--- config.mk ---
export PLATFORM = sky130hd
export DESIGN_NAME = box_region_classifier_top
export DESIGN_NICKNAME = d
export VERILOG_FILES = /design/src/hw/rtl/brc_pkg.sv /design/src/hw/rtl/box_region_classifier_top.sv /design/src/hw/rtl/brc_bound_mem.sv
export SDC_FILE = /design/constraint.sdc
export NUM_CORES = 2
export LEC_CHECK = 0
export CAP_MARGIN = 30
export CORE_ASPECT_RATIO = 1.75
export CORE_UTILIZATION = 28
export CTS_CLUSTER_DIAMETER = 100
export DETAILED_ROUTE_END_ITERATION = 12
export DONT_BUFFER_PORTS = 1
export GPL_TIMING_DRIVEN = 1
export HOLD_SLACK_MARGIN = 0.1
export PLACE_DENSITY = 0.51
export RECOVER_POWER = 50
export SYNTH_ARGS = -nofsm -noshare
export SYNTH_HDL_FRONTEND = slang
export SYNTH_HIERARCHICAL = 1
export SYNTH_SLANG_ARGS = --single-unit
--- constraint.sdc ---
create_clock -name clk -period 8.85 [get_ports clk]
set_input_delay 1.77 -clock clk [delete_from_list [all_inputs] [get_ports clk]]
set_output_delay 1.77 -clock clk [all_outputs]
set_load 0.01 [all_outputs]
--- src/hw/rtl/brc_pkg.sv ---
package brc_pkg;

	// Default table size.
	localparam int REGIONS_DEF = 16;
	localparam int DIMS_DEF    = 8;

	// Q1.15 limits: -1.0 is exact, +1.0 saturates to the largest code.
	localparam logic signed [15:0] Q_MINUS_ONE = 16'sh8000;
	localparam logic signed [15:0] Q_PLUS_ONE  = 16'sh7FFF;

	// Region index reported when no box matches.
	localparam logic [4:0] IDX_NONE = 5'h1F;

	// Reset value of the dimension count register.
	localparam logic [3:0] DIMS_RESET = 4'd8;

	typedef enum logic [1:0] {
		OP_INIT  = 2'd0,
		OP_SPLIT = 2'd1,
		OP_QUERY = 2'd2
	} op_t;

	typedef enum logic [2:0] {
		ST_IDLE,
		ST_INIT,
		ST_COPY,
		ST_QUERY,
		ST_RESULT
	} state_t;

	// One memory word holds both bounds of one region in one dimension.
	typedef struct packed {
		logic signed [15:0] upper;
		logic signed [15:0] lower;
	} bound_t;

endpackage

--- src/hw/rtl/box_region_classifier_top.sv ---
// Box region classifier: a table of axis-aligned boxes with an inclusive Q1.15 lower and
// upper bound per dimension, matched against query vectors fed one coordinate at a time.
// The input stream carries the operation in s_axis_tuser and the coordinate-done mark in
// s_axis_tlast. Init writes a full-range box, split copies a parent box into a child slot
// and cuts one dimension, and a query coordinate trims the set of still-matching boxes.
// The coordinate that carries tlast produces one result transfer on the output stream: the
// found flag in m_axis_tuser and the lowest matching slot (or -1) in m_axis_tdata. The cfg
// port sets the compared dimension count; the user writes it only while idle, unenforced.
// Flow: one transfer is taken, then the block is busy. Init writes one word per dimension
// and a split copies one per dimension, set by the single port pair of the bound memory
// (one word read and one written per cycle). A query coordinate walks the regions one per
// cycle through the shared bound comparator and, when tlast is set, then hands the result
// to the output register. Coordinates outside the compared dimensions without tlast,
// unused operations and out-of-range slots are dropped in the accepting cycle.
// The result sits in an output register: a stalled receiver holds it there while the next
// item is taken, and only the next result waits for the register to drain.
// Reset clears the valid marks, fills the match set and loads eight compared dimensions; the
// bound memory is not cleared and needs no sweep, since a box is written before it is valid.
module box_region_classifier_top #(
	parameter int REGIONS = brc_pkg::REGIONS_DEF,
	parameter int DIMS    = brc_pkg::DIMS_DEF
) (
	input  logic        clk,
	input  logic        arst_n,

	// Configuration: dims_in_use.
	input  logic        cfg_valid,
	output logic        cfg_ready,
	input  logic [3:0]  cfg_data,

	input  logic        s_axis_tvalid,
	output logic        s_axis_tready,
	// region [3:0], parent [7:4], dim [10:8], value [26:11], first_half [27], zero [31:28]
	input  logic [31:0] s_axis_tdata,
	// op [1:0]
	input  logic [1:0]  s_axis_tuser,
	// last
	input  logic        s_axis_tlast,

	output logic        m_axis_tvalid,
	input  logic        m_axis_tready,
	// region_index [4:0], zero [7:5]
	output logic [7:0]  m_axis_tdata,
	// found
	output logic        m_axis_tuser
);

	localparam int DEPTH = REGIONS * DIMS;
	localparam int AW    = (DEPTH > 1) ? $clog2(DEPTH) : 1;
	localparam int RW    = (REGIONS > 1) ? $clog2(REGIONS) : 1;
	localparam int MAXN  = (REGIONS > DIMS) ? REGIONS : DIMS;
	localparam int SW    = $clog2(MAXN + 1);

	// Input fields.
	logic [3:0]         in_region;
	logic [3:0]         in_parent;
	logic [2:0]         in_dim;
	logic signed [15:0] in_value;
	logic               in_first_half;

	assign in_region     = s_axis_tdata[3:0];
	assign in_parent     = s_axis_tdata[7:4];
	assign in_dim        = s_axis_tdata[10:8];
	assign in_value      = s_axis_tdata[26:11];
	assign in_first_half = s_axis_tdata[27];

	brc_pkg::state_t state_q, state_nx;

	logic [3:0]         dims_q;
	logic [SW-1:0]      step_q, step_s1;
	logic               vld_s1;
	logic [AW-1:0]      rd_addr_q, wr_addr_q;
	logic signed [15:0] value_q;
	logic               last_q, cmp_en_q, cut_en_q, first_half_q;
	logic [2:0]         cut_dim_q;
	logic [3:0]         region_q;
	logic               found_q;
	logic [4:0]         idx_q;
	logic [REGIONS-1:0] valid_q, still_q;
	logic               out_vld_q, out_found_q;
	logic [4:0]         out_idx_q;

	logic               accept;
	logic               slot_ok, parent_ok, cmp_en_in;
	logic [3:0]         act_dims;
	logic [SW-1:0]      lim, lim_m1;
	logic               issue, done_s1, init_done;
	logic               mem_we, mem_re;
	brc_pkg::bound_t    mem_wdata, mem_rdata;
	logic [RW-1:0]      r_s1;
	logic               miss_s1, match_s1;
	logic               out_load;

	assign cfg_ready = 1'b1;
	assign accept    = s_axis_tvalid && s_axis_tready;

	assign slot_ok   = int'(in_region) < REGIONS;
	assign parent_ok = int'(in_parent) < REGIONS;
	assign act_dims  = (int'(dims_q) > DIMS) ? 4'(DIMS) : dims_q;
	assign cmp_en_in = {1'b0, in_dim} < act_dims;

	// Pass length: one word per dimension for box writes, one per region for queries.
	assign lim    = (state_q == brc_pkg::ST_QUERY) ? SW'(REGIONS) : SW'(DIMS);
	assign lim_m1 = lim - SW'(1);

	assign done_s1   = vld_s1 && (step_s1 == lim_m1);
	assign init_done = (state_q == brc_pkg::ST_INIT) && issue && (step_q == lim_m1);
	assign out_load  = (state_q == brc_pkg::ST_RESULT) && (!out_vld_q || m_axis_tready);

	// Next state.
	always_comb begin
		state_nx = state_q;
		case (state_q)
			brc_pkg::ST_IDLE: begin
				if (accept) begin
					case (brc_pkg::op_t'(s_axis_tuser))
						brc_pkg::OP_INIT: begin
							if (slot_ok) state_nx = brc_pkg::ST_INIT;
						end
						brc_pkg::OP_SPLIT: begin
							if (slot_ok && parent_ok) state_nx = brc_pkg::ST_COPY;
						end
						brc_pkg::OP_QUERY: begin
							if (cmp_en_in || s_axis_tlast) state_nx = brc_pkg::ST_QUERY;
						end
						default: state_nx = brc_pkg::ST_IDLE;
					endcase
				end
			end
			brc_pkg::ST_INIT: begin
				if (init_done) state_nx = brc_pkg::ST_IDLE;
			end
			brc_pkg::ST_COPY: begin
				if (done_s1) state_nx = brc_pkg::ST_IDLE;
			end
			brc_pkg::ST_QUERY: begin
				if (done_s1) state_nx = last_q ? brc_pkg::ST_RESULT : brc_pkg::ST_IDLE;
			end
			brc_pkg::ST_RESULT: begin
				if (out_load) state_nx = brc_pkg::ST_IDLE;
			end
			default: state_nx = brc_pkg::ST_IDLE;
		endcase
	end

	// Sequencer outputs.
	always_comb begin
		s_axis_tready = 1'b0;
		issue         = 1'b0;
		mem_re        = 1'b0;
		mem_we        = 1'b0;
		mem_wdata     = mem_rdata;
		case (state_q)
			brc_pkg::ST_IDLE: begin
				s_axis_tready = 1'b1;
			end
			brc_pkg::ST_INIT: begin
				issue           = step_q < lim;
				mem_we          = issue;
				mem_wdata.upper = brc_pkg::Q_PLUS_ONE;
				mem_wdata.lower = brc_pkg::Q_MINUS_ONE;
			end
			brc_pkg::ST_COPY: begin
				issue  = step_q < lim;
				mem_re = issue;
				mem_we = vld_s1;
				if (cut_en_q && (step_s1 == SW'(cut_dim_q))) begin
					if (first_half_q) begin
						mem_wdata.upper = value_q;
					end else begin
						mem_wdata.lower = value_q;
					end
				end
			end
			brc_pkg::ST_QUERY: begin
				issue  = step_q < lim;
				mem_re = issue && cmp_en_q;
			end
			default: begin
				s_axis_tready = 1'b0;
			end
		endcase
	end

	// Shared bound comparator on the word read for the region in the compare stage.
	assign r_s1     = step_s1[RW-1:0];
	assign miss_s1  = cmp_en_q && ((mem_rdata.lower > value_q) || (mem_rdata.upper < value_q));
	assign match_s1 = valid_q[r_s1] && still_q[r_s1] && !miss_s1;

	brc_bound_mem #(
		.DEPTH (DEPTH),
		.AW    (AW)
	) u_mem (
		.clk   (clk),
		.we    (mem_we),
		.waddr (wr_addr_q),
		.wdata (mem_wdata),
		.re    (mem_re),
		.raddr (rd_addr_q),
		.rdata (mem_rdata)
	);

	// Control state.
	always_ff @(posedge clk or negedge arst_n) begin
		if (!arst_n) begin
			state_q   <= brc_pkg::ST_IDLE;
			dims_q    <= brc_pkg::DIMS_RESET;
			vld_s1    <= 1'b0;
			valid_q   <= '0;
			still_q   <= '1;
			found_q   <= 1'b0;
			out_vld_q <= 1'b0;
		end else begin
			state_q <= state_nx;
			vld_s1  <= issue;
			if (cfg_valid && cfg_ready) begin
				dims_q <= cfg_data;
			end
			if (accept) begin
				found_q <= 1'b0;
			end
			if (init_done || ((state_q == brc_pkg::ST_COPY) && done_s1)) begin
				valid_q[RW'(region_q)] <= 1'b1;
			end
			if ((state_q == brc_pkg::ST_QUERY) && vld_s1) begin
				// The match set starts over once the last coordinate has been scored.
				if (done_s1 && last_q) begin
					still_q <= '1;
				end else if (valid_q[r_s1] && miss_s1) begin
					still_q[r_s1] <= 1'b0;
				end
				if (match_s1 && !found_q) begin
					found_q <= 1'b1;
				end
			end
			if (out_load) begin
				out_vld_q <= 1'b1;
			end else if (m_axis_tready) begin
				out_vld_q <= 1'b0;
			end
		end
	end

	// Payload and address registers.
	always_ff @(posedge clk) begin
		step_s1 <= step_q;
		if (accept) begin
			step_q       <= '0;
			value_q      <= in_value;
			last_q       <= s_axis_tlast;
			cmp_en_q     <= cmp_en_in;
			cut_en_q     <= int'(in_dim) < DIMS;
			cut_dim_q    <= in_dim;
			first_half_q <= in_first_half;
			region_q     <= in_region;
			wr_addr_q    <= AW'(int'(in_region) * DIMS);
			if (brc_pkg::op_t'(s_axis_tuser) == brc_pkg::OP_SPLIT) begin
				rd_addr_q <= AW'(int'(in_parent) * DIMS);
			end else begin
				rd_addr_q <= AW'(in_dim);
			end
		end else begin
			if (issue) begin
				step_q <= step_q + SW'(1);
				if (state_q == brc_pkg::ST_QUERY) begin
					rd_addr_q <= rd_addr_q + AW'(DIMS);
				end else begin
					rd_addr_q <= rd_addr_q + AW'(1);
				end
			end
			if (mem_we) begin
				wr_addr_q <= wr_addr_q + AW'(1);
			end
		end
		if ((state_q == brc_pkg::ST_QUERY) && vld_s1 && match_s1 && !found_q) begin
			idx_q <= 5'(r_s1);
		end
		if (out_load) begin
			out_found_q <= found_q;
			out_idx_q   <= found_q ? idx_q : brc_pkg::IDX_NONE;
		end
	end

	assign m_axis_tvalid = out_vld_q;
	assign m_axis_tuser  = out_found_q;
	assign m_axis_tdata  = {3'b000, out_idx_q};

	// The bound memory is written only by init and split passes.
	assert property (@(posedge clk) disable iff (!arst_n)
		mem_we |-> ((state_q == brc_pkg::ST_INIT) || (state_q == brc_pkg::ST_COPY)))
		else $error("bound memory written outside an init or split pass");

	// A finished query has already restored the full match set.
	assert property (@(posedge clk) disable iff (!arst_n)
		(state_q == brc_pkg::ST_RESULT) |-> (&still_q))
		else $error("match set not restored after the last coordinate");

	// A result without a match carries the no-match index.
	assert property (@(posedge clk) disable iff (!arst_n)
		(m_axis_tvalid && !m_axis_tuser) |-> (m_axis_tdata[4:0] == brc_pkg::IDX_NONE))
		else $error("no-match result with a region index");

	// The compare stage only holds words read during a busy pass.
	assert property (@(posedge clk) disable iff (!arst_n)
		vld_s1 |-> ($past(state_q) != brc_pkg::ST_IDLE))
		else $error("compare stage loaded while idle");

endmodule

--- src/hw/rtl/brc_bound_mem.sv ---
module brc_bound_mem #(
	parameter int DEPTH = brc_pkg::REGIONS_DEF * brc_pkg::DIMS_DEF,
	parameter int AW    = 7
) (
	input  logic            clk,
	input  logic            we,
	input  logic [AW-1:0]   waddr,
	input  brc_pkg::bound_t wdata,
	input  logic            re,
	input  logic [AW-1:0]   raddr,
	output brc_pkg::bound_t rdata
);

	brc_pkg::bound_t mem [DEPTH];

	always_ff @(posedge clk) begin
		if (we) begin
			mem[waddr] <= wdata;
		end
	end

	// Registered read port; the data is held when no read is issued.
	always_ff @(posedge clk) begin
		if (re) begin
			rdata <= mem[raddr];
		end
	end

endmodule
# --- After elaboration in Yosys (flattened, before gate mapping) ---
# Memories as Yosys holds them, arrays and structs flattened. A register that Yosys moved wholly into a read port is not among the register bits.
# Index checks and enable logic that the tools add are counted.
totals:
  reg_bits: 102
  mem_bits_rw: 4096
  inputBits: 44
  output_inout_bits: 12
  mem_count: 1
memory_table:
  columns: ["name", "words", "width", "read_ports", "rd_ports_with_merged_regs", "wr", "line", "rtl"]
  rows:
  - ["u_mem.mem", 128, 32, 1, 1, 1, "brc_bound_mem.sv:14", "brc_pkg::bound_t mem [DEPTH];"]
classes:
  n_addsub: 5
  magnitude_cmp: 9
  n_eq_ne: 15
  mux: 42
  bitwise: 3
  reduce_logical: 34
ops:
  columns: ["op", "n"]
  rows:
  - ["2-to-1 mux 16 bit", 4]
  - ["one-hot mux 32 bit (2 select lines)", 1]
  - ["2-to-1 mux 7 bit", 6]
  - ["2-to-1 mux 32 bit", 1]
  - ["2-to-1 mux 3 bit", 7]
  - ["logical AND 1 bit", 18]
  - ["bitwise AND 16 bit", 1]
  - ["> comparator 16 bit", 1]
  - ["less-than comparator 16 bit", 1]
  - ["inverter 16 bit", 1]
  - ["bitwise OR 16 bit", 1]
  - ["one-hot mux 3 bit (5 select lines)", 1]
  - ["adder 7 x 1 -> 7 bit (second input constant)", 2]
  - ["2-to-1 mux 1 bit", 13]
  - ["equality test 5 bit", 2]
  - ["less-than comparator 4 x 5 -> 1 bit (second input constant)", 2]
  - ["!= test 2 bit (second input constant)", 5]
  - ["one-hot mux 3 bit (3 select lines)", 1]
  - ["binary-select mux 1 bit (select 4 bit)", 2]
  - ["demux 1 bit (select 4 bit)", 2]
  - ["greater-or-equal comparator 4 x 1 -> 1 bit (second input constant)", 2]
  - ["nonzero test 2 bit", 4]
  - ["adder 7 x 4 -> 7 bit (second input constant)", 1]
  - ["equality test 3 x 2 -> 1 bit (second input constant)", 2]
  - ["other kinds (21)", 27]

# --- Depth between registers and ports, before layout ---
logic_depth:
  ltp_word: 8
  depth_mapped: 13

# --- Modules after synthesis ---
# Netlist, hierarchy kept.
modules_own_cells:
  columns: ["mod", "n_inst", "cells_per_inst", "area_each_um2", "seq_area_each_um2"]
  rows:
  - ["brc_bound_mem", 1, 5990, 156596.4, 123958.9]
  - ["box_region_classifier_top", 1, 542, 5770.5, 2743.9]

# --- Worst setup path before layout ---
# Ideal clock, no wire load.
synth_path:
  kind: "register -> register"
  start: "register step_s1[1]"
  end: "memory u_mem/mem[0][0] in the netlist's numbering (data pin)"
  arrival_time_ps: 6433
  required_ps: 7621
  path_slack_ps: 1188
  path_stages_with_launch: 8
  path_buffers: 2
  synth_period_minus_slack_ps: 7662
  cell_sequence: "dfxtp_1 buf_2 xor2_1 nor3_1 nand4_1 nor2_1 clkbuf_1 o31ai_1"
synth_rtl:
  columns: ["item", "line", "rtl"]
  rows:
  - ["start, declared", "box_region_classifier_top.sv:70", "logic [SW-1:0] step_q, step_s1;"]
  - ["start signal, assigned", "box_region_classifier_top.sv:246", "step_s1 <= step_q;"]
  - ["end, declared", "brc_bound_mem.sv:14", null]

# --- Final worst setup path ---
layout_path:
  start: "register state_q[2]"
  end: "memory u_mem/mem[59][12] in the netlist's numbering (enable)"
layout_between:
  elab_chain_len: 6
  elab_cells_between_ends: 8
  classes_between: "1 x order compare; 3 x eq/ne; 4 x mux"
layout_rtl:
  columns: ["item", "line", "rtl"]
  rows:
  - ["start, declared", "box_region_classifier_top.sv:67", "brc_pkg::state_t state_q, state_nx;"]
  - ["start signal, assigned", "box_region_classifier_top.sv:206", "state_q <= brc_pkg::ST_IDLE;"]
  - ["start signal, assigned", "box_region_classifier_top.sv:214", "state_q <= state_nx;"]
  - ["equality test 3 x 2 -> 1 bit", "box_region_classifier_top.sv:103", "assign lim = (state_q == brc_pkg::ST_QUERY) ? SW'(REGIONS) : SW'(DIMS);"]
  - ["2-to-1 mux 5 bit", "box_region_classifier_top.sv:103", null]
  - ["less-than comparator 5 bit", "box_region_classifier_top.sv:158", "issue = step_q < lim;"]
  - ["one-hot mux 1 bit (2 select lines) *", "box_region_classifier_top.sv:153", "case (state_q)"]
  - ["net mem_we", "box_region_classifier_top.sv:88", "logic mem_we, mem_re;"]
  - ["2-to-1 mux 1 bit *", "brc_bound_mem.sv:17", "if (we) begin"]
  - ["2-to-1 mux 1 bit (implied by the code) *", "brc_bound_mem.sv:18", "mem[waddr] <= wdata;"]
# Mark *: on every way through the listed nets, which the timed path passes. The rest lies on a longest branch.

==> impl_metrics.csv <==
group,metric,value,unit
global_routing,met2_usage,28.2,%
global_routing,track_usage,14.9,%
clocking,cts_tree,"built",
sta,tightest_slew,3650,ps
power_and_ir_drop,swShare,33.5,%
clocking,ctsResizeCount,0,
logic_synthesis,ys_seq_elements,4230,
global_routing,grt_pass1_wl,611000,microns
power_and_ir_drop,pwr-share-clk,24.0,%
logic_synthesis,synth_compound_area_share,0.525,%
sta,fin_skew,35.5,ps
clocking,clkLatencyLatePin,940,ps
setup_path,path_buf_inv,5,
logic_synthesis,synth_area,162000,sq um
outcome,outcome,"finished with violations",
sta,setup_violations,0,
detailed_routing,drt_iter0_drc,6922,
layout,final_core_util,32.0,%
detailed_routing,vias,72047,
die,die_w,578,microns
logic_synthesis,syn-instance-count,6532,
detailed_routing,totalWireLength,440000,microns
setup_path,cpPeakStageDelay,1770,ps
clocking,cts_made_buffers,343,
worst_hold_path,hp-class,"reg -> reg",
sta,hold_viol,0,
setup_path,worstSetupStartpointType,"register",
power_and_ir_drop,p_comb_share,33.7,%
logic_synthesis,yosys_warnings,6,
power_and_ir_drop,peakVddDrop,0.364,mV
logic_synthesis,synth-edff-count,4175,
clocking,clockBufferDepth,4,
sta,drv_slew,2599,
worst_hold_path,hold_depth,0,
die,die_area,583000,sq um
clocking,htreeDepth,5,
place,place_ws,3890,ps
layout,finalInstanceArea,185000,sq um
global_routing,overflow,0,
die,core-area,577000,sq um
clocking,clk_pin_slew_worst_paths,70,ps
power_and_ir_drop,cellLeakagePower,55.0,nW
detailed_routing,via_per_inst,4.86,
clocking,clock-sinks,4230,
setup_path,crit_path_frequent_cell,"nor2_1",
logic_synthesis,yosysUniqueCellTypes,63,
setup_path,slowest_stage,"clkbuf_1",
setup_path,crit_arrival,7380,ps
job,drv_cap,47,
sta,final.min_clock_period,6720,ps
power_and_ir_drop,powerDensity,351,nW/um^2
clocking,postCtsSetupRepairBufs,0,
detailed_routing,avgRoutedWirePerCell,29.7,microns
sta,period_share,75.9,%
logic_synthesis,yosys.area_share.xor_xnor,0.0971,%
layout,nets,6902,
logic_synthesis,ys_async_sr_fraction,0.993,%
setup_path,crit_chain,"nand2b_1, nor2_1, clkinvlp_2, ha_1, a21o_1, o21a_1, inv_1, nand3_2, clkbuf_1, nor2_1, buf_12, buf_4",
die,fp.dieH,1010,microns
global_routing,busiest_layer,"met2",
global_routing,grt_pass1_vias,77030,
setup_path,critPathRequiredTime,9510,ps
sta,setup_tns,0,ps
global_routing,gr-usage-met3,1.43,%
sta,rsz0062_at_grt,"false",
setup_path,worstPathMaxFanout,16,
logic_synthesis,synth_top_family_by_area,"multiplexers",
place,dpl-instance-area,174000,sq um
logic_synthesis,yosys.area_share.simple,0.985,%
die,boundaryPins,56,
setup_path,worstSetupPathType,"reg -> reg",
setup_path,worst_setup_path_end_kind,"register",
power_and_ir_drop,total_power,64.9,mW
outcome,violations,"max-capacitance violations, max-slew violations",
place,dp_hpwl,248000,microns
layout,drive_above_1_share,31.7,%
place,io_buffers,0,
sta,slew_headroom,-143,%
die,start_util,28.1,%
detailed_routing,antenna_left,0,
layout,syn_to_final_growth,13.9,%
sta,fin_ws,2130,ps
logic_synthesis,synth-main-ff-cell,"edfxtp_1",
clocking,cts-root-buf,"clkbuf_16",
power_and_ir_drop,p_seq_share,42.4,%
layout,fillers,54342,
sta,fmax,149,MHz
global_routing,antenna_found_initial,44,
logic_synthesis,syn_area_per_cell,24.9,sq um
detailed_routing,firstDrtPassIters,7,
global_routing,grt_max_degree,148,
setup_path,cp_top_family,"buffers and inverters",
setup_path,crit_cells,12,
die,rows,369,
power_and_ir_drop,p_int,43.1,mW
logic_synthesis,synthAdderAreaFrac,0.331,%
setup_path,rrSetupSlack,2130,ps
global_routing,grt_use_met1,17.2,%
place,routabilityCongestion,0.819,
power_and_ir_drop,netSwitchingPower,21.8,mW
logic_synthesis,synth_mux_area_share,19.1,%
logic_synthesis,ys_seq_area_share,78.0,%
setup_path,rr_worst_depth,12,
detailed_routing,drc_errors,0,
clocking,postCtsHoldBufs,0,
worst paths after layout:
path,end,start
setup / recovery,u_mem/mem[59][12],state_q[2]
hold / removal,step_s1[3],step_q[3]
setup reg to reg,u_mem/mem[59][12],state_q[2]
hold reg to reg,step_s1[3],step_q[3]
max in group asynchronous,dims_q[3],arst_n
min in group asynchronous,vld_s1,arst_n
final cells by class:
type	instances	area, sq um	share of cell area (%)
diodes	109	273	0.148
clock buffers	408	9000	4.87
clock inverters	221	2110	1.14
inverters	32	121	0.0656
multi-input cells	1932	34800	18.8
flip-flops and latches	4230	127000	68.5
well taps	7605	9520	5.15
repair buffers	276	2330	1.26
state kept, by name, summed over array words and instances, names as in the netlist, 4 cells and up:
signal	count
region_q	4
wr_addr_q	7
step_s1	5
u_mem/rdata	32
valid_q	16
idx_q	4
out_idx_q	5
u_mem/mem	4096
value_q	16
still_q	16
dims_q	4
step_q	5
rd_addr_q	7
power groups by stage:
stage	combinational [mW]	sequential, mW	clock (mW)
2_1_floorplan	12.6	28.5	0
3_3_place_gp	21.8	27.5	0
3_5_place_dp	22.4	27.5	0
4_1_cts	22.4	27.1	15.9
5_1_grt	22.8	27.5	16.5
6_report	21.8	27.5	15.5
logic make-up (layout without fill, tap and decap cells):
family	Yosys count	after routing
buffers and inverters	372	937
DFF	4230	4230
other	2	113
adders and majority gates	43	43
and+or+nand+nor	353	353
xor gates and xnor gates	18	18
AOI/OAI and AO/OA	118	118
muxes	1396	1396
cell usage after synthesis, drive strengths merged, types with 2 or more instances:
library cell  number  area (sq um)
nand2             81           304
inv               32           123
mux2              38           428
dfxtp             13           260
xnor2              9          78.8
mux4            1353         30500
nand2b            16           108
xor2               9          78.8
o31ai              4          30.0
a31oi              2          12.5
and2               2          12.5
a31o               5          43.8
nor2b             13          81.3
conb               2          7.51
o21bai             4          30.0
buf              149           721
mux2i              5          50.1
nor3              18           111
dfstp             17           447
ha                43           538
and3               6          37.5
nand3             24           120
o21ai             25           125
or3                2          12.5
o21a               3          22.5
nor3b              2          25.0
edfxtp          4175        125000
a21o              13          97.6
clkbuf           191           717
a41oi              9           101
nand3b             5          37.5
o211ai            17           128
nor2             168           641
nand4             11          68.8
dfrtp             25           626
a21oi             23           119
and4               3          26.3
a211oi             4          40.0
a21boi             2          18.8
layer usage:
metal / up-vias / wire length [microns]
met5: - / 49
met4: 8 / 15800
met3: 549 / 18400
met2: 1961 / 243000
met1: 40604 / 162000
li1: 28925 / -
cell usage in the layout, fill, tap and decap left out, types with 38 or more instances in the layout:
master and instances:
buf_4 192, clkbuf_1 107, clkbuf_16 351, clkinv_1 74, clkinv_2 59, diode_2 109
edfxtp_1 4175, ha_1 43, mux2_2 38, mux4_2 1353, nand2_1 80, nor2_1 72
nor2_4 95
stage by stage:
step / instances / hold WS [ps]
3_3_place_gp: 14057 / 361
3_5_place_dp: 14070 / 371
2_1_floorplan: 6534 / 352
4_1_cts: 14699 / 380
6_report: 14813 / 383
5_1_grt: 14804 / 392
worst reg2reg max path: stages, from the launching register on:
cell and delay (ps):
dfrtp_1 460, nand2b_1 250, nor2_1 570, clkinvlp_2 540
ha_1 420, a21o_1 170, o21a_1 470, inv_1 330
nand3_2 150, clkbuf_1 1770, nor2_1 610, buf_12 370
buf_4 320
(Power assumes the default switching activity.)
